--- src/rtl/i64d_pkg.sv ---
`default_nettype none

package i64d_pkg;

	// fixed widths of the stream fields
	localparam int unsigned FIELD_BITS = 64;
	localparam int unsigned TDATA_BITS = 2 * FIELD_BITS;

	// per-item control carried alongside the operand magnitudes
	typedef struct packed {
		logic div_zero; // divisor was zero
		logic quot_neg; // negate the quotient at the end
		logic rem_neg;  // negate the remainder at the end
	} i64d_flags_t;

endpackage

`default_nettype wire

--- src/rtl/i64d_front.sv ---
`default_nettype none

module i64d_front #(
	parameter int unsigned DATA_WIDTH = 64
) (
	input  wire                                  clk,
	input  wire                                  arst_n,
	input  wire                                  in_valid,
	output logic                                 in_ready,
	input  wire  [i64d_pkg::FIELD_BITS-1:0]      in_dividend,
	input  wire  [i64d_pkg::FIELD_BITS-1:0]      in_divisor,
	input  wire                                  in_is_signed,
	output logic                                 out_valid,
	input  wire                                  out_ready,
	output i64d_pkg::i64d_flags_t                out_flags,
	output logic [DATA_WIDTH-1:0]                out_num,
	output logic [DATA_WIDTH-1:0]                out_den
);
	import i64d_pkg::*;

	logic [DATA_WIDTH-1:0] num;
	logic [DATA_WIDTH-1:0] den;
	logic                  num_neg;
	logic                  den_neg;
	logic                  div_zero;
	logic                  valid_q;
	i64d_flags_t           flags_q;
	logic [DATA_WIDTH-1:0] num_q;
	logic [DATA_WIDTH-1:0] den_q;

	// classify: zero divisor and operand signs, then take magnitudes
	always_comb begin
		num      = in_dividend[DATA_WIDTH-1:0];
		den      = in_divisor[DATA_WIDTH-1:0];
		div_zero = (den == '0);
		num_neg  = in_is_signed & num[DATA_WIDTH-1] & ~div_zero;
		den_neg  = in_is_signed & den[DATA_WIDTH-1];
	end

	assign in_ready = ~valid_q | out_ready;

	always_ff @(posedge clk or negedge arst_n) begin
		if (!arst_n) begin
			valid_q <= 1'b0;
		end else if (in_ready) begin
			valid_q <= in_valid;
		end
	end

	always_ff @(posedge clk) begin
		if (in_ready && in_valid) begin
			flags_q.div_zero <= div_zero;
			flags_q.quot_neg <= num_neg ^ den_neg;
			flags_q.rem_neg  <= num_neg;
			num_q            <= num_neg ? (~num + 1'b1) : num;
			den_q            <= den_neg ? (~den + 1'b1) : den;
		end
	end

	assign out_valid = valid_q;
	assign out_flags = flags_q;
	assign out_num   = num_q;
	assign out_den   = den_q;

endmodule

`default_nettype wire

--- config.mk ---
export PLATFORM = sky130hd
export DESIGN_NAME = i64d_front
export DESIGN_NICKNAME = d
export VERILOG_FILES = /design/src/rtl/i64d_pkg.sv /design/src/rtl/i64d_front.sv
export SDC_FILE = /design/constraint.sdc
export NUM_CORES = 1
export LEC_CHECK = 0
export BUFFER_PORTS_ARGS = -buffer_cell sky130_fd_sc_hd__buf_4
export CORE_MARGIN = 3
export CORE_UTILIZATION = 46
export CTS_CLUSTER_DIAMETER = 40
export CTS_CLUSTER_SIZE = 14
export DETAILED_ROUTE_END_ITERATION = 6
export GPL_TIMING_DRIVEN = 0
export PLACE_DENSITY = 0.81
export SLEW_MARGIN = 15
export SYNTH_ARGS = -nofsm -noshare
export SYNTH_HDL_FRONTEND = slang
export SYNTH_SLANG_ARGS = --single-unit
--- constraint.sdc ---
create_clock -name clk -period 5.6 [get_ports clk]
set_input_delay 1.4 -clock clk [delete_from_list [all_inputs] [get_ports clk]]
set_output_delay 1.4 -clock clk [all_outputs]
set_load 0.03 [all_outputs]
## Yosys cells after proc, flatten, opt, wreduce, memory -nomap -nowiden

Cells that the tools add are included.
Widths: inputs -> output; s select.

- Bits of input ports: 133
- Register bits: 132
- Output and inout port bits: 133

- Add/sub/neg operators: 2
- Reductions and logical operators: 2
- Multiplexer cells: 2
- Bitwise operators: 9

Operators by type and width:

| operator | count |
|---|---|
| $add 64x1->64 const B | 2 |
| $mux 64 | 2 |
| $not 64->64 | 2 |
| $logic_not 64->1 | 1 |
| $and 1x1->1 | 3 |
| $not 1->1 | 2 |
| $logic_and 1x1->1 | 1 |
| $or 1x1->1 | 1 |
| $xor 1x1->1 | 1 |

## Logic depth before layout (Yosys ltp)

Gate-level depths: netlist of run 1.

- Depth after elaboration: 4
- Depth in mapped cells: 10

## Worst setup path before layout of run 1

No wires, ideal clock.

- Path kind: input to register
- Start point: input port out_ready
- End point: register den_q[0] (netlist: out_den[0]), enable pin
- Library setup time: 0.505 ns
- Buffers on the path: 0
- Slack: 0.306 ns
- Data required time: 5.095 ns
- Data arrival time: 4.789 ns
- Stages: 2
- Cells stage by stage: nand2b_1 -> and2_1

- Word-level cells in the longest chain between the ends: 2

Ends and longest elaborated chain:

| what | RTL line | RTL |
|---|---|---|
| start, declared | i64d_front.sv:14 | `input wire out_ready,` |
| $or 1x1->1 | i64d_front.sv:40 | `assign in_ready = ~valid_q \| out_ready;` |
| $logic_and 1x1->1 | i64d_front.sv:51 | `if (in_ready && in_valid) begin` |
| end signal, assigned | i64d_front.sv:56 | `den_q <= den_neg ? (~den + 1'b1) : den;` |
| end, declared | i64d_front.sv:29 | `logic [DATA_WIDTH-1:0] den_q;` |

Every way passes these cells.
A chain may end at the register's enable or synchronous reset.

## Worst setup path after layout of run 1

- Start point: input port in_divisor[1] in the netlist's numbering
- End point: register flags_q, in the netlist out_flags[1], data pin

- Word-level cells in the longest chain between the ends: 4

Ends and longest elaborated chain:

| what | RTL line | RTL |
|---|---|---|
| start, declared | i64d_front.sv:11 | `input wire [i64d_pkg::FIELD_BITS-1:0] in_divisor,` |
| $logic_not 64->1 | i64d_front.sv:35 | `div_zero = (den == '0);` |
| named net div_zero | i64d_front.sv:25 | `logic div_zero;` |
| $not 1->1 | i64d_front.sv:36 | `num_neg = in_is_signed & num[DATA_WIDTH-1] & ~div_zero;` |
| $and 1x1->1 | i64d_front.sv:36 |  |
| $xor 1x1->1 | i64d_front.sv:53 | `flags_q.quot_neg <= num_neg ^ den_neg;` |
| end, declared | i64d_front.sv:27 | `i64d_flags_t flags_q;` |

The timed path passes the listed nets, and every way through them passes these cells.

==> results of run 1 <==
[registers in the layout, indices dropped and copies added (netlist names)]
| register | cells |
|---|---|
| out_flags | 3 |
| out_valid | 1 |
| out_den | 64 |
| out_num | 64 |
[power groups by stage]
stage	sequential (mW)	clock (mW)	combinational (mW)
2_1_floorplan	1.37	0	0.148
4_1_cts	1.21	1.05	0.552
3_3_place_gp	1.23	0	0.536
5_1_grt	1.21	1.09	0.584
3_5_place_dp	1.23	0	0.551
6_report	1.20	1.04	0.550
[routing by layer]
layer | wire length [um] | track usage | up-vias
li1 | - | - | 2728
met1 | 6980 | 0.248 | 2745
met2 | 10300 | 0.428 | 325
met3 | 2410 | 0.0901 | 31
met4 | 529 | 0.119 | 0
met5 | 0 | 0 | -
[final timing paths]
| kind | start | to | slack [ns] | depth (start not counted) |
|---|---|---|---|---|
| setup reg to reg | out_valid | out_den[35] | 3.97 | 3 |
| min in group asynchronous | arst_n | out_valid | 0.74 | 1 |
| setup / recovery | in_divisor[1] | out_flags[1] | 1.21 | 9 |
| max in group asynchronous | arst_n | out_valid | 4.78 | 1 |
| hold / removal | out_valid | out_valid | 0.54 | 2 |
| hold reg to reg | out_valid | out_valid | 0.54 | 2 |
[synth_stat cells, types with 2 or more instances]
master,instances,area [um^2]
nand3_1,8,40.0
nand2b_1,7,43.8
o31a_1,3,26.3
ha_1,2,25.0
nand2_1,26,97.6
or4_4,3,33.8
or3b_2,2,17.5
xnor2_1,72,631
clkbuf_1,8,30.0
edfxtp_1,131,3930
nor2b_1,3,18.8
xor2_1,50,438
o41ai_1,5,43.8
o21ai_0,21,105
or2_2,4,25.0
nor4_1,10,62.6
o21a_1,2,15.0
nor2_1,46,173
a21oi_1,28,140
and2_1,5,31.3
buf_2,3,15.0
or4_1,11,82.6
o21ai_1,10,50.1
or3_1,15,93.8
nor3_1,24,120
inv_1,11,41.3
buf_6,4,45.0
a31oi_1,12,75.1
o41ai_2,3,48.8
and3_1,4,25.0
o31ai_1,22,165
and4b_1,2,20.0
[worst max-delay path, delay by kind of cell]
family	cells	cell delay (ns)
adders and majority gates	1	0.18
AOI/OAI and AO/OA	1	0.20
buffers and inverters	2	0.18
and+or+nand+nor	5	2.61
[kinds of logic after synthesis]
group,Yosys count,synth area share
adder cells (fa/ha/maj),2,0.00363
flip-flops,132,0.575
AND/OR/NAND/NOR,180,0.145
buffers and inverters,27,0.0196
XOR/XNOR,122,0.155
AO/OA/AOI/OAI,109,0.102
[stage by stage]
stage          setup TNS [ns]  setup slack (ns)  instances  utilization  instance area (um^2)
6_report                    0              1.21       1054        0.665                  9700
3_5_place_dp                0             0.888       1023        0.628                  9160
3_3_place_gp           -91.96            -0.710       1021        0.624                  9110
2_1_floorplan               0             0.306        572            -                  6890
4_1_cts                     0              1.30       1054        0.665                  9700
5_1_grt                     0              1.13       1054        0.665                  9700
[area by class of cell]
cell class	instances	area (um^2)
repair buffers	267	2040
inverters	12	45.0
fillers	1144	4890
flip-flops and latches	132	3960
clock inverters	14	115
clock buffers	17	425
plain buffers	15	90.1
multi-input cells	413	2800
well taps	184	230
==> impl_metrics.yaml, run 1 <==
outcome:
  status: "completed"
logic_synthesis:
  syn_avg_cell_area_um2: 12.0
  synth_cell_type_count: 47
  syn_nets: 707
  synth.yosys.seq_area_share: 0.575
  async_flop_share: 0.00758
  syn_area_um2: 6890
  netlist_instances: 572
  synth-warning-count: 0
  synth_edf_count: 131
  ys_seq_elements: 132
  synth_flop_cell: "edfxtp_1"
timing:
  timing.slew.headroom: 0.144
  fin_crit_sh: 0.784
  setup_viol: 0
  period_minus_slack_ns: 4.39
  slew_violations: 0
  hold_violations: 0
  tightest_slew_ns: 1.27
  hold_slack_ns: 0.544
  skew_ns: 0.00989
  fmax_ghz: 0.228
  rsz0062_at_grt: "false"
global_routing:
  globalRouteOverflowTotal: 0
  grt_max_degree: 57
  antenna_found_initial: 0
  grt_pass1_wl_um: 30200
  grt_use_total: 0.241
  grt_pass1_vias: 5874
power:
  share_comb_of_total_power: 0.197
  peakVddDrop_uv: 195
  p_clk_frac: 0.372
  switching_share: 0.280
  power.density_nw_per_um2: 288
  seqPwrFrac: 0.432
  switchingPower_mw: 0.781
  power.internal_mw: 2.01
  finalPower_mw: 2.79
  p_leak_nw: 3.81
route:
  drc: 0
  wl_um: 20300
  dr_total_vias: 5829
  vias_per_cell: 5.53
  ant_nets: 0
  drtIter0Drc: 414
  first_pass_iters: 5
  detail_route.wl_per_cell_um: 19.2
clock_tree:
  clkSlewWorstSetupHoldPaths_ns: 0.06
  cts-resized-gates: 0
  cts.path.max_buffers: 2
  cts_setup_buffers: 0
  cts_tree: "yes"
  cts_sinks: 132
  cts_made_buffers: 17
  clock-root-buffer: "clkbuf_16"
  clk_latency_ns: 0.43
  ctsHtreeMaxLevel: 4
  postCtsHoldBufs: 0
floorplanning:
  die_y_um: 128
  rows: 44
  die_area_um2: 16500
  io_pins: 266
  core-area_um2: 14600
  start_util: 0.472
  die_w_um: 128
setup_path:
  required_ns: 5.79
  crit_slowest_cell: "nor4b_1"
  critical_path.max_fanout: 6
  cp-start-kind: "input port"
  crit_chain: "buf_4 > inv_1 > ha_1 > or3b_2 > nor4b_1 > nand2_1 > nor4_2 > nor3b_1 > o21a_1"
  cpPeakStageDelay_ns: 1.06
  arrival_ns: 4.58
  critical_path_class: "in2reg"
  end_kind: "flop"
cells_and_area:
  syn_to_final_growth_pct: 40.8
  final_nets: 993
  drive_gt1_frac: 0.372
  final_common_cell: "buf_4"
  n_antenna_cell: 0
  final_cell_mix: "buf_4, edfxtp_1, xnor2_1"
worst_hold_path:
  hold_path.class: "reg2reg"
placed_design:
  place_congestion: 0.904
  io_buffers: 265
  hpwlAfterDp_um: 15800
flow_run:
  drv_cap: 0
Note: power is estimated with default switching activity, not from simulation.
==> inputs of run 2 (changes only) <==
--- a/config.mk
+++ b/config.mk
@@ -5,6 +5,7 @@
 export SDC_FILE = /design/constraint.sdc
 export NUM_CORES = 1
 export LEC_CHECK = 0
+export ABC_AREA = 1
 export BUFFER_PORTS_ARGS = -buffer_cell sky130_fd_sc_hd__buf_4
 export CORE_MARGIN = 3
 export CORE_UTILIZATION = 46
@@ -12,7 +13,7 @@
 export CTS_CLUSTER_SIZE = 14
 export DETAILED_ROUTE_END_ITERATION = 6
 export GPL_TIMING_DRIVEN = 0
-export PLACE_DENSITY = 0.81
+export PLACE_DENSITY = 0.77
 export SLEW_MARGIN = 15
 export SYNTH_ARGS = -nofsm -noshare
 export SYNTH_HDL_FRONTEND = slang
==> constraint.sdc (replaced) <==
create_clock -name clk -period 4.6 [get_ports clk]
set_input_delay 1.15 -clock clk [delete_from_list [all_inputs] [get_ports clk]]
set_output_delay 1.15 -clock clk [all_outputs]
set_load 0.03 [all_outputs]
==> run 2 against run 1 <==
Net effect: total power up 29%; largest power group unchanged; design area up 25%; die area up 31%; setup slack better by 0.53 ns; global-route usage up 6.8 points.
==> impl_metrics.yaml, run 2 <==
logic_synthesis:
  async_flop_share: 0.00758
  synth.area.top_cells: "edfxtp_1, nand2_1, nor2_1"
  synth_area_leader_cell: "edfxtp_1"
  synthDominantCellAreaShare: 0.430
  synth_cell_type_count: 34
  synth.yosys.seq_area_share: 0.433
  syn_nets: 1430
  synth_flop_cell: "edfxtp_1"
  syn_avg_cell_area_um2: 7.06
  yosysMostFrequentCell: "nand2_1"
  synth_common_cells: "nand2_1, nor2_1, edfxtp_1"
  synth_edf_count: 131
  synth-warning-count: 0
  ys_seq_elements: 132
  netlist_instances: 1295
  syn_area_um2: 9140
placed_design:
  place_ws_ns: 1.38
  io_buffers: 265
  place_congestion: 0.997
  hpwlAfterDp_um: 28000
cells_and_area:
  n_antenna_cell: 0
  drive_gt1_frac: 0.227
  final_cell_mix: "nand2_1, buf_4, nor2_1"
  final_common_cell: "nand2_1"
  syn_to_final_growth_pct: 33.0
  final_nets: 1719
power:
  share_comb_of_total_power: 0.223
  seqPwrFrac: 0.403
  power.density_nw_per_um2: 297
  p_leak_nw: 5.39
  switchingPower_mw: 1.13
  power.internal_mw: 2.49
  peakVddDrop_uv: 264
  p_clk_frac: 0.374
  finalPower_mw: 3.61
  switching_share: 0.311
floorplanning:
  die_w_um: 147
  die_y_um: 147
  rows: 50
  start_util: 0.479
  core-area_um2: 19100
  io_pins: 266
  die_area_um2: 21600
flow_run:
  drv_cap: 0
route:
  detail_route.wl_per_cell_um: 18.2
  drtIter0Drc: 774
  wl_um: 33700
  dr_total_vias: 9569
  vias_per_cell: 5.15
  ant_nets: 0
  first_pass_iters: 5
  drc: 0
global_routing:
  use_met2: 0.540
  grt_pass1_vias: 9192
  grt_util_met3: 0.0543
  grt_use_met1: 0.369
  busiest_layer: "met2"
  grt_use_total: 0.308
  globalRouteOverflowTotal: 0
  antenna_found_initial: 0
  grt_pass1_wl_um: 51300
  grt_max_degree: 29
setup_path:
  required_ns: 4.79
  end_kind: "flop"
  critical_path.max_fanout: 5
  arrival_ns: 3.05
  critical_path_class: "in2reg"
  cp-start-kind: "input port"
timing:
  setup_viol: 0
  fmax_ghz: 0.350
  skew_ns: 0.00998
  fin_crit_sh: 0.622
  hold_violations: 0
  tightest_slew_ns: 0.735
  finalSetupTns_ns: 0
  period_minus_slack_ns: 2.86
  setup_slack_ns: 1.74
  timing.slew.headroom: 0.507
  rsz0062_at_grt: "false"
  slew_violations: 0
clock_tree:
  clk_latency_ns: 0.43
  cts.path.max_buffers: 2
  cts-resized-gates: 0
  cts_made_buffers: 17
  cts_setup_buffers: 0
  cts_tree: "yes"
  clock-root-buffer: "clkbuf_16"
  postCtsHoldBufs: 0
  clkSlewWorstSetupHoldPaths_ns: 0.07
  ctsHtreeMaxLevel: 4
  cts_sinks: 132
outcome:
  status: "completed"
worst_hold_path:
  hold_path.class: "in2async"
run 2: routing by layer:
layer / up-vias / wire length, um
met5: - / 0
met4: 0 / 1680
met3: 90 / 2880
met2: 538 / 16300
met1: 4270 / 12800
li1: 4671 / -
run 2: cell type report:
type	count	area, um^2
Buffer	20	185
Multi-Input combinational cell	1046	4640
Fill cell	1713	6920
Sequential cell	132	3960
Clock inverter	15	145
Inverter	97	364
Clock buffer	17	425
Timing Repair Buffer	270	2110
Tap cell	260	325
run 2: power by group through the flow:
stage / sequential (mW) / clock (mW) / combinational [mW]
floorplan: 1.65 / 0 / 0.266
global placement: 1.49 / 0 / 0.778
detailed placement: 1.48 / 0 / 0.803
CTS: 1.46 / 1.35 / 0.804
global route: 1.46 / 1.40 / 0.867
finish: 1.46 / 1.35 / 0.806
run 2: critical path, cell delays in order:
cell and delay [ns]:
buf_4 0.11, inv_1 0.09, ha_1 0.20, nand3_2 0.15, nor2_4 0.20, nand3_1 0.25
o21ai_0 0.64, nand2_1 0.12, nand2_1 0.09, nand2_1 0.04
run 2: path summary, 6_finish.rpt:
kind	startpoint	endpoint	slack (ns)	cells after the start
max	in_divisor[1]	out_den[60]	1.74	10
min	arst_n	out_valid	0.47	1
max reg2reg	out_valid	out_den[19]	2.94	3
min reg2reg	out_valid	out_valid	0.60	2
max in group asynchronous	arst_n	out_valid	4.05	1
min in group clk	out_valid	out_valid	0.60	2
run 2: kinds of logic (layout without fill, tap and decap cells):
| kind of cell | after synthesis | count (layout) | synth area share |
|---|---|---|---|
| xor gates and xnor gates | 63 | 63 | 0.0604 |
| adders and majority gates | 2 | 2 | 0.00274 |
| and+or+nand+nor | 947 | 947 | 0.419 |
| DFF | 132 | 132 | 0.433 |
| buffers and inverters | 117 | 419 | 0.0601 |
| AOI/OAI and AO/OA | 34 | 34 | 0.0244 |
run 2: through the flow:
stage	hold slack, ns	instance area [um^2]	std cells	utilization
5_1_grt	0.469	12200	1857	0.637
2_1_floorplan	0.854	9150	1295	-
6_report	0.475	12200	1857	0.637
4_1_cts	0.475	12200	1857	0.637
3_5_place_dp	0.586	11600	1825	0.607
3_3_place_gp	0.562	11500	1820	0.601
