--- src/rtl/i64d_pkg.sv ---
`default_nettype none

package i64d_pkg;

	// fixed widths of the stream fields
	localparam int unsigned FIELD_BITS = 64;
	localparam int unsigned TDATA_BITS = 2 * FIELD_BITS;

	// per-item control carried alongside the operand magnitudes
	typedef struct packed {
		logic div_zero; // divisor was zero
		logic quot_neg; // negate the quotient at the end
		logic rem_neg;  // negate the remainder at the end
	} i64d_flags_t;

endpackage

`default_nettype wire

--- src/rtl/i64d_fifo.sv ---
`default_nettype none

module i64d_fifo #(
	parameter int unsigned WIDTH = 8
) (
	input  wire              clk,
	input  wire              arst_n,
	input  wire              in_valid,
	output logic             in_ready,
	input  wire  [WIDTH-1:0] in_data,
	output logic             out_valid,
	input  wire              out_ready,
	output logic [WIDTH-1:0] out_data
);
	import i64d_pkg::*;

	logic [WIDTH-1:0] mem_q [2];
	logic             wr_ptr_q;
	logic             rd_ptr_q;
	logic [1:0]       count_q;
	logic             push;
	logic             pop;

	assign in_ready  = (count_q != 2'd2);
	assign out_valid = (count_q != 2'd0);
	assign push      = in_valid & in_ready;
	assign pop       = out_valid & out_ready;
	assign out_data  = mem_q[rd_ptr_q];

	always_ff @(posedge clk or negedge arst_n) begin
		if (!arst_n) begin
			wr_ptr_q <= 1'b0;
			rd_ptr_q <= 1'b0;
			count_q  <= 2'd0;
		end else begin
			if (push) begin
				wr_ptr_q <= ~wr_ptr_q;
			end
			if (pop) begin
				rd_ptr_q <= ~rd_ptr_q;
			end
			unique case ({push, pop})
				2'b10:   count_q <= count_q + 2'd1;
				2'b01:   count_q <= count_q - 2'd1;
				default: count_q <= count_q;
			endcase
		end
	end

	always_ff @(posedge clk) begin
		if (push) begin
			mem_q[wr_ptr_q] <= in_data;
		end
	end

endmodule

`default_nettype wire

--- config.mk ---
export PLATFORM = sky130hd
export DESIGN_NAME = i64d_fifo
export DESIGN_NICKNAME = d
export VERILOG_FILES = /design/src/rtl/i64d_pkg.sv /design/src/rtl/i64d_fifo.sv
export SDC_FILE = /design/constraint.sdc
export NUM_CORES = 1
export LEC_CHECK = 0
export ABC_AREA = 0
export CAP_MARGIN = 25
export CORE_AREA = 2 2 39 41
export CTS_BUF_LIST = sky130_fd_sc_hd__clkbuf_8
export DETAILED_ROUTE_END_ITERATION = 12
export DIE_AREA = 0 0 41 43
export DONT_BUFFER_PORTS = 1
export GPL_TIMING_DRIVEN = 1
export PLACE_DENSITY = 0.73
export REMOVE_ABC_BUFFERS = 1
export SETUP_SLACK_MARGIN = 0.4
export SYNTH_ARGS = -nofsm -noshare
export SYNTH_HDL_FRONTEND = slang
export SYNTH_SLANG_ARGS = --single-unit
--- constraint.sdc ---
create_clock -name clk -period 2.6 [get_ports clk]
set_input_delay 0 -clock clk [delete_from_list [all_inputs] [get_ports clk]]
set_output_delay 0 -clock clk [all_outputs]
set_load 0.02 [all_outputs]
* Yosys cells after proc, flatten, opt, wreduce, memory -nomap -nowiden
Memory sizes are Yosys's and may differ from the RTL's. Cells that the tools add are included.
Cells by class: add/subtract/negate cells 2, multiplexer cells 3, reductions and logical operators 2, equal/unequal tests 3, bitwise gates (word level) 4
Operators by type and width (number):
- case mux 2 bit (2 select lines) | 1
- nonzero test 2 bit | 2
- adder 2 x 1 -> 2 bit (second input constant) | 1
- AND 1 bit | 2
- equality test 2 x 1 -> 1 bit (second input constant) | 1
- equality test 2 bit (second input constant) | 1
- two-way mux 1 bit | 2
- inequality test 2 bit (second input constant) | 1
- inverter 1 bit | 2
- subtractor 2 x 1 -> 2 bit (second input constant) | 1
Storage, ports and cells: RAM bits 16, register bits after elaboration 4, memories kept 1, output and inout port bits 10, input port bits 12
Memories:
- mem_q | words 2, width 8, read ports 1, clocked after memory_dff 0, wr ports 1, line i64d_fifo.sv:17 | logic [WIDTH-1:0] mem_q [2];

* Logic depth before layout (Yosys ltp)
Gate-level depths: netlist (run 1).
depth after elaboration 4, depth in mapped cells 6, depth with buffers taken out 6

* Worst setup path before layout (run 1)
Ideal clock, no wire load.
kind flip-flop to flip-flop, start reg count_q[0], end mem mem_q[0][0] (enable), path slack 1.060 ns, data arrival time 1.170 ns, cell stages (with the launch flop) 4, library setup time 0.370 ns, path buffers 0, cells stage by stage dfrtp_1 -> nand2b_1 -> nand2_1 -> nor2_1
On the way: longest elaborated chain between the ends 4
RTL lines:
- from (decl) | line i64d_fifo.sv:20 | logic [1:0] count_q;
- from (signal assigned) | line i64d_fifo.sv:43 | 2'b10: count_q <= count_q + 2'd1;
- from (signal assigned) | line i64d_fifo.sv:44 | 2'b01: count_q <= count_q - 2'd1;
- from (signal assigned) | line i64d_fifo.sv:45 | default: count_q <= count_q;
- inequality test 2 bit | line i64d_fifo.sv:24 | assign in_ready = (count_q != 2'd2);
- via in_ready | line i64d_fifo.sv:9 | output logic in_ready,
- AND 1 bit | line i64d_fifo.sv:26 | assign push = in_valid & in_ready;
- two-way mux 1 bit | line i64d_fifo.sv:51 | if (push) begin
- two-way mux 1 bit (implied by the code) | line i64d_fifo.sv:52 | mem_q[wr_ptr_q] <= in_data;
- to (decl) | line i64d_fifo.sv:17
The timed path passes the listed nets, and every way through them passes these cells.

* Worst setup path in the final report (run 1)
start reg count_q[0], end mem mem_q[0][2] (enable)
The elaborated chain is that of the path after synthesis.

==> run_results.csv, run 1 <==
group,metric,value,unit
yosys,synth_mux_area_frac,0.117,
setup_path,crit_chain,"nand2b_1, nand2_1, nor2_1",
placement,port_buffers,0,
detailed_routing,drt-vias-per-instance,5.13,
die,core-area,0.00138,mm²
pwr,p_per_area,1100,mW/mm²
global_routing,grtUsageTotal,0.135,
cts,cts_tree,"done",
detailed_routing,drtIter0Drc,3,
die,die_h,43,µm
yosys,synth_xor_area_frac,0.0568,
setup_path,start_kind,"flop",
setup_path,path_max_fanout,8,
finish,multiInputGateArea,185,µm²
sta,min_period,1.75,ns
flow_run,drv_cap,0,
yosys,syn-mean-instance-area,18.4,µm²
cts,cts_buffer_depth,2,
die,die_w,41,µm
setup_path,crit_slowest_cell,"nor2_1",
placement,place_ws,0.831,ns
min_path,min_path_type,"in -> async",
finish,seqCellArea,581,µm²
yosys,yosysUniqueCellTypes,13,
cts,clk_latency,0.25,ns
sta,clock_skew,0.00418,ns
die,fp.dieArea,0.00176,mm²
detailed_routing,vias,369,
setup_path,r2r_end,"mem_q[0][2]$_DFFE_PP_",
placement,gp_congestion,0.626,
sta,rsz0062_at_grt,"false",
pwr,vdd_drop_max,0.620,mV
global_routing,antenna_found_initial,0,
cts,htreeDepth,1,
detailed_routing,drc_errors,0,
setup_path,r2r_cells,3,
sta,hold_viol_final,0,
cts,cts.clk_slew.worst_paths,0.07,ns
finish,syn_to_final_growth,22.1,%
sta,fin_crit_sh,0.673,
yosys,syn_area,771,µm²
sta,worst_slack,0.851,ns
cts,numCtsBuffers,3,
detailed_routing,antenna_left,0,
yosys,ys.warnings.count,0,
yosys,syn-instance-count,42,
global_routing,grt_remaining_overflow,0,
placement,dpl.hpwl,771,µm
setup_path,r2r-start,"count_q[0]$_DFFE_PN0P_",
setup_path,critPathKind,"reg -> reg",
detailed_routing,wl,1.03,mm
detailed_routing,routedWlPerCell,14.2,µm
sta,fmax,572,MHz
sta,maxSlewHeadroom,0.579,
setup_path,end_kind,"flop",
finish,final_common_cell,"edfxtp_1",
setup_path,cp_data_required_time,2.48,ns
die,fp-row-count,14,
yosys,yosysSeqAreaShare,0.753,
die,io-pin-count,22,
setup_path,rrSetupSlack,0.85,ns
global_routing,grt_pass1_wl,1.57,mm
die,start_util,0.557,
finish,antenna_cells,0,
sta,setup_violations,0,
global_routing,grt_start_max_net_pins,12,
sta,setup_tns,0,ns
setup_path,critPathArrivalTime,1.63,ns
global_routing,grt_pass1_vias,360,
cts,numClockSinks,20,
finish,layout_common_cells,"edfxtp_1 (16), dlygate4sd3_1 (11), mux2_2 (8)",
yosys,synth_seq_cells,20,
pwr,p_leak,0.340,nW
cts,cts-root-buf,"clkbuf_8",
placement,dp_cells,57,
setup_path,max_stage_delay,0.51,ns
finish,drive_above_1_share,0.214,
yosys,yosys.area_share.simple,0.0503,
yosys,synthAdderAreaFrac,0.0162,
yosys,synth-compound-area-share,0,
sta,tightest_slew,0.629,ns
finish,layout.nets,70,
yosys,synth_top_family_by_area,"multiplexers",
finish,fill_cells,94,
sta,slew_violations,0,
detailed_routing,drt-pass1-iter-count,3,
pwr,power.total,1.03,mW
run_status,outcome,"complete, no violations",
finish,fin_cells,72,
-- metal layers --
| layer | vias up | GRT usage | routed length, µm |
|---|---|---|---|
| met5 | - | 0 | 0 |
| met1 | 179 | 0.159 | 351 |
| li1 | 180 | - | - |
| met4 | 0 | 0.0400 | 0 |
| met3 | 0 | 0.0157 | 68 |
| met2 | 10 | 0.241 | 606 |
-- power breakdown --
part / switching [mW] / total [mW] / internal, mW / leakage, nW
logic: 0.197 / 0.335 / 0.137 / 0.122
registers: 0.0622 / 0.511 / 0.449 / 0.195
clock network: 0.0844 / 0.189 / 0.105 / 0.0231
-- state kept, by name, summed over array words and instances (netlist names) --
name      count
rd_ptr_q      1
count_q       2
mem_q        16
wr_ptr_q      1
-- Yosys cell counts --
master    count  area (µm²)
and2_4        1        8.76
nand2b_1      1        6.26
buf_2         1        5.00
mux2_2        8        90.1
ha_1          1        12.5
xor2_1        2        17.5
nand2_1       1        3.75
dfrtp_1       4         100
and3_1        1        6.26
nor2_1        2        7.51
xnor2_1       3        26.3
or2_1         1        6.26
edfxtp_1     16         480
-- per-stage QoR --
step | area, µm² | hold slack [ns] | util
floorplan | 766 | -0.296 | -
global placement | 786 | -0.296 | 0.568
detailed placement | 786 | -0.296 | 0.568
CTS | 941 | 0.0241 | 0.680
global route | 941 | 0.0275 | 0.680
finish | 941 | 0.0259 | 0.680
-- final cells by class --
type / instances / area share
sequential: 20 / 0.617
multi-input combinational: 21 / 0.197
timing repair buffer: 11 / 0.117
clock buffer: 3 / 0.0439
tap: 16 / 0.0213
clock inverter: 1 / 0.00399
-- worst max-delay path, delay by kind of cell (launching register included) --
kind | cells | cell delay [ns]
and+or+nand+nor | 3 | 0.97
DFF | 1 | 0.41
-- cells by family after synthesis --
| kind of cell | count (synthesis) |
|---|---|
| flip-flops | 20 |
| multiplexers | 8 |
| AND/OR/NAND/NOR | 7 |
| XOR/XNOR | 5 |
| buffers and inverters | 1 |
| adder cells (fa/ha/maj) | 1 |
-- what timing repair did --
item                      CTS  global route
setup buffers               0             0
gates resized for setup     0             0
hold buffers               11             0
hold endpoints to repair   22             0
-- how the worst max path moves through the flow --
stage	from	to	slack (ns)	cells past startpoint
6_report	count_q[0]$_DFFE_PN0P_	mem_q[0][2]$_DFFE_PP_	0.85	3
5_1_grt	count_q[0]$_DFFE_PN0P_	mem_q[0][7]$_DFFE_PP_	0.71	3
4_1_cts	count_q[0]$_DFFE_PN0P_	mem_q[0][3]$_DFFE_PP_	0.82	3
3_5_place_dp	count_q[0]$_DFFE_PN0P_	mem_q[0][0]$_DFFE_PP_	0.83	3
3_3_place_gp	count_q[0]$_DFFE_PN0P_	mem_q[0][6]$_DFFE_PP_	0.91	3
2_1_floorplan	count_q[0]$_DFFE_PN0P_	mem_q[0][0]$_DFFE_PP_	1.06	3
(Power assumes the default switching activity.)
==> inputs of run 2 (changes only) <==
CORE_AREA = default   (was 2 2 39 41)
CORE_MARGIN = 2   (was default)
CORE_UTILIZATION = 56   (was default)
DIE_AREA = default   (was 0 0 41 43)
PLACE_DENSITY = 0.74   (was 0.73)
clock period = 1.57 ns   (was 2.6 ns; I/O delays follow)
==> run 2 against run 1 <==
Global-route usage up 10 points; power up 110%; clock power up 76%; final cell count up 17%; first-iteration DRC count rose to 4.7 times the previous value; setup slack worse by 0.81 ns; via count up 29%; design area up 16%; critical path depth up 3; clock skew down 0.0020 ns; critical endpoint is now count_q[1]$_DFFE_PN0P_.
==> run_results.csv, run 2 (synthesis gave the netlist of run 1 again) <==
group,metric,value,unit
setup_path,crit_slowest_cell,"dfrtp_1",
finish,largest_reg_flops,16,
global_routing,grt_pass1_vias,465,
setup_path,end_kind,"flop",
die,die_w,41.1,µm
placement,dpl.hpwl,859,µm
setup_path,crit_chain,"or2_1, and2_4, ha_4, xnor2_2, nor2_1, xor2_1",
finish,fill_cells,58,
cts,numCtsBuffers,3,
cts,clk_latency,0.25,ns
finish,layout.nets,83,
sta,maxSlewHeadroom,0.864,
cts,cts_buffer_depth,2,
die,start_util,0.592,
placement,port_buffers,0,
die,die_h,41.1,µm
detailed_routing,met3_length,69,µm
sta,fmax,655,MHz
cts,htreeDepth,1,
sta,fin_crit_sh,0.972,
detailed_routing,vias,476,
detailed_routing,met2WireLength,1.10,mm
setup_path,critPathArrivalTime,1.70,ns
detailed_routing,drc_errors,0,
die,fp-row-count,13,
finish,final_common_cell,"edfxtp_1",
finish,top_regs,"mem_q x16, count_q x2",
placement,gp_congestion,0.703,
finish,layout_common_cells,"edfxtp_1 (16), buf_4 (11), dlygate4sd3_1 (10)",
finish,antenna_cells,0,
setup_path,cp_top_family,"simple AND/OR/NAND/NOR gates",
detailed_routing,routedWlPerCell,22.9,µm
global_routing,antenna_found_initial,0,
pwr,vdd_drop_max,1.38,mV
global_routing,grtUsageTotal,0.235,
sta,setup_violations,0,
sta,min_period,1.53,ns
cts,cts_tree,"done",
finish,drive_above_1_share,0.478,
pwr,p_per_area,2020,mW/mm²
detailed_routing,highest_layer,"met4",
sta,tightest_slew,0.204,ns
setup_path,path_buf_inv,0,
cts,numClockSinks,20,
placement,dp_cells,61,
setup_path,critPathKind,"reg -> reg",
setup_path,cp_data_required_time,1.75,ns
global_routing,grt_start_max_net_pins,12,
sta,clock_skew,0.00218,ns
finish,syn_to_final_growth,42.2,%
placement,place_ws,0.0509,ns
sta,slew_violations,0,
setup_path,start_kind,"flop",
detailed_routing,wl_met1,681,µm
pwr,p_leak,0.433,nW
detailed_routing,drtIter0Drc,14,
setup_path,path_max_fanout,4,
run_status,outcome,"complete, no violations",
detailed_routing,antenna_left,0,
global_routing,grt_remaining_overflow,0,
die,io-pin-count,22,
global_routing,grt_pass1_wl,2.25,mm
die,fp.dieArea,0.00169,mm²
finish,fin_cells,84,
sta,rsz0062_at_grt,"true",
detailed_routing,drt-vias-per-instance,5.67,
flow_run,drv_cap,0,
finish,regMostFlops,"mem_q",
cts,cts.clk_slew.worst_paths,0.07,ns
finish,final_util,0.842,
sta,worst_slack,0.0443,ns
detailed_routing,wl,1.93,mm
detailed_routing,drt-pass1-iter-count,4,
die,core-area,0.00130,mm²
cts,cts-root-buf,"clkbuf_8",
setup_path,max_stage_delay,0.42,ns
sta,hold_viol_final,0,
min_path,min_path_type,"in -> async",
run 2: cell count changes in the layout (fill, tap and decap cells not counted), sizes merged:
| cell | before | now |
|---|---|---|
| buf | 0 | 14 |
| clkinv | 1 | 0 |
| dlygate4sd3 | 11 | 10 |
| inv | 0 | 1 |
run 2: what timing repair did:
item | in CTS | in global routing
setup buffers | 4 | 5
hold endpoints to repair | 21 | 0
gates resized for setup | 10 | 8
setup endpoints to repair | 27 | 28
pin swaps | 5 | 3
hold buffers | 10 | 0
run 2: report_power, final:
group / leakage, nW / total (mW) / internal (mW) / switching, mW
sequential: 0.194 / 0.829 / 0.746 / 0.0835
clock: 0.0269 / 0.333 / 0.174 / 0.160
combinational: 0.212 / 1.05 / 0.533 / 0.515
run 2: routing by layer:
metal / vias up / global-route usage
li1: 205 / -
met1: 238 / 0.286
met2: 25 / 0.391
met3: 8 / 0.0163
met4: 0 / 0.169
met5: - / 0
run 2: final cells by class:
class,instances,area (µm²),area share
tap,15,18.8,0.0171
clock buffer,3,41.3,0.0377
sequential,20,582,0.531
clock inverter,1,3.75,0.00342
multi-input combinational,21,234,0.213
timing repair buffer,24,216,0.197
run 2: path summary, 6_finish.rpt:
| check | end | start | cells past startpoint | slack, ns |
|---|---|---|---|---|
| max | count_q[1]$_DFFE_PN0P_ | count_q[0]$_DFFE_PN0P_ | 6 | 0.04 |
| min reg2reg | wr_ptr_q$_DFFE_PN0P_ | wr_ptr_q$_DFFE_PN0P_ | 1 | 0.54 |
| max in group asynchronous | rd_ptr_q$_DFFE_PN0P_ | arst_n | 1 | 1.36 |
| max reg2reg | count_q[1]$_DFFE_PN0P_ | count_q[0]$_DFFE_PN0P_ | 6 | 0.04 |
| min | count_q[1]$_DFFE_PN0P_ | arst_n | 1 | 0.02 |
| min in group clk | mem_q[1][2]$_DFFE_PP_ | in_valid | 1 | 0.09 |
run 2: through the flow:
stage               hold slack, ns  power (mW)  setup TNS (ns)  area [µm²]
floorplan                   -0.296        1.31               0         766
CTS                         0.0239        1.98               0        1040
finish                      0.0186        2.21               0        1100
global route                0.0246        2.32        -0.00164        1100
global placement            -0.295        1.43               0         822
detailed placement          -0.296        1.48               0         822
run 2: worst reg2reg max path: cells and delay by family (launching register included):
kind / cells / cell delay [ns]
XOR/XNOR: 2 / 0.29
AND/OR/NAND/NOR: 3 / 0.57
flip-flops: 1 / 0.42
adder cells (fa/ha/maj): 1 / 0.17
==> inputs of run 3 (changes only) <==
CORE_MARGIN = 4   (was 2)
==> run 3 against run 2 <==
Power grew 0.16%; non-clock buffer count shrank 1; design area grew 0.57%; setup slack lost 0.012 ns; routed wire length shrank 5.4%; sequential power shrank 0.8%; highest routed layer unchanged; largest cell class unchanged; first-iteration DRC count shrank 43%; final cell count shrank 1.2%; global-route usage shrank 4.7 points; clock skew grew 0.0019 ns; combinational power is essentially flat; maximum frequency shrank 0.80%; largest power group unchanged.
==> run_results.csv, run 3 (synthesis gave the netlist of run 1 again) <==
group,metric,value,unit
run_status,outcome,"complete, no violations",
finish,layout_common_cells,"edfxtp_1 (16), dlygate4sd3_1 (10), buf_4 (10)",
setup_path,cp_top_family,"simple AND/OR/NAND/NOR gates",
sta,rsz0062_at_grt,"true",
sta,fmax,650,MHz
sta,maxSlewHeadroom,0.858,
global_routing,grtUsageTotal,0.188,
sta,setup_violations,0,
setup_path,start_kind,"flop",
detailed_routing,drt-pass1-iter-count,4,
cts,clk_latency,0.26,ns
cts,cts_tree,"done",
detailed_routing,drt-vias-per-instance,5.46,
detailed_routing,drtIter0Drc,8,
detailed_routing,drc_errors,0,
die,start_util,0.592,
setup_path,critPathKind,"reg -> reg",
pwr,p_leak,0.428,nW
finish,top_regs,"mem_q x16, count_q x2",
global_routing,grt_pass1_wl,2.52,mm
finish,antenna_cells,0,
cts,htreeDepth,1,
placement,place_ws,0.0452,ns
pwr,vdd_drop_max,1.60,mV
setup_path,cp_data_required_time,1.74,ns
finish,regMostFlops,"mem_q",
setup_path,critPathArrivalTime,1.71,ns
detailed_routing,antenna_left,0,
sta,fin_crit_sh,0.980,
setup_path,max_stage_delay,0.41,ns
pwr,power.total,2.21,mW
setup_path,rrSetupSlack,0.03,ns
die,die_h,45.1,µm
setup_path,r2r_end,"count_q[1]$_DFFE_PN0P_",
die,core-area,0.00130,mm²
setup_path,r2r_cells,6,
global_routing,antenna_found_initial,0,
pwr,p_per_area,2010,mW/mm²
finish,syn_to_final_growth,43.0,%
cts,cts-root-buf,"clkbuf_8",
placement,dpl.hpwl,815,µm
die,fp-row-count,13,
setup_path,crit_slowest_cell,"dfrtp_1",
die,io-pin-count,22,
global_routing,grt_start_max_net_pins,12,
detailed_routing,routedWlPerCell,21.9,µm
finish,layout.nets,82,
detailed_routing,vias,453,
global_routing,grt_remaining_overflow,0,
sta,tightest_slew,0.212,ns
placement,gp_congestion,0.652,
detailed_routing,wl,1.82,mm
placement,port_buffers,0,
setup_path,path_buf_inv,0,
finish,final_common_cell,"edfxtp_1",
sta,worst_slack,0.0320,ns
flow_run,drv_cap,0,
sta,whs,0.0129,ns
setup_path,end_kind,"flop",
die,die_w,45.1,µm
sta,clock_skew,0.00408,ns
cts,cts.clk_slew.worst_paths,0.08,ns
die,fp.dieArea,0.00203,mm²
setup_path,path_max_fanout,3,
min_path,min_path_type,"in -> async",
sta,slew_violations,0,
cts,numClockSinks,20,
cts,numCtsBuffers,3,
global_routing,grt_pass1_vias,473,
setup_path,crit_chain,"or2_1, and2_4, ha_4, xnor2_2, nor2_1, xor2_1",
sta,min_period,1.54,ns
setup_path,r2r-start,"count_q[0]$_DFFE_PN0P_",
finish,drive_above_1_share,0.485,
sta,hold_viol_final,0,
cts,cts_buffer_depth,2,
finish,largest_reg_flops,16,
-- run 3: metal layers --
layer	GRT usage	wire (µm)
met5	0	0
met4	0.0702	16
met1	0.216	782
met2	0.331	913
met3	0.0518	109
-- run 3: through the flow --
| step | utilization | instance area [µm²] | cells | setup TNS, ns |
|---|---|---|---|---|
| after detailed placement | 0.632 | 822 | 61 | 0 |
| final | 0.847 | 1100 | 83 | 0 |
| after global placement | 0.632 | 822 | 61 | 0 |
| after global routing | 0.847 | 1100 | 83 | -0.0296 |
| after CTS | 0.788 | 1020 | 79 | 0 |
| after floorplan | - | 766 | 41 | 0 |
-- run 3: repair_timing --
item	CTS	global route
endpoints found under the setup margin	27	28
gates resized for setup	7	13
pin swaps	5	2
endpoints found under the hold margin	21	0
setup buffers	4	4
hold buffers	10	0
-- run 3: final cells by class --
cell class                      instances  area, µm²
Clock inverter                          1       3.75
Tap cell                               15       18.8
Multi-Input combinational cell         21        248
Timing Repair Buffer                   23        209
Sequential cell                        20        582
Clock buffer                            3       41.3
Fill cell                              55        199
-- run 3: how the worst max path moves through the flow --
stage,startpoint,endpoint,slack (ns),depth (start not counted)
after floorplan,count_q[0]$_DFFE_PN0P_,mem_q[0][0]$_DFFE_PP_,0.03,3
after global placement,count_q[0]$_DFFE_PN0P_,count_q[1]$_DFFE_PN0P_,0.13,5
after detailed placement,count_q[0]$_DFFE_PN0P_,count_q[1]$_DFFE_PN0P_,0.05,5
after CTS,count_q[0]$_DFFE_PN0P_,count_q[1]$_DFFE_PN0P_,0.14,6
after global routing,count_q[1]$_DFFE_PN0P_,count_q[1]$_DFFE_PN0P_,-0.03,6
final,count_q[0]$_DFFE_PN0P_,count_q[1]$_DFFE_PN0P_,0.03,6
-- run 3: report_power, final --
group | switching (mW) | leakage, nW | internal (mW)
registers | 0.0766 | 0.194 | 0.745
clock network | 0.171 | 0.0269 | 0.174
logic | 0.536 | 0.207 | 0.510
-- run 3: worst reg2reg max path, stage by stage (launching register included) --
cell	delay, ns
dfrtp_1	0.41
or2_1	0.24
and2_4	0.16
ha_4	0.16
xnor2_2	0.13
nor2_1	0.15
xor2_1	0.20
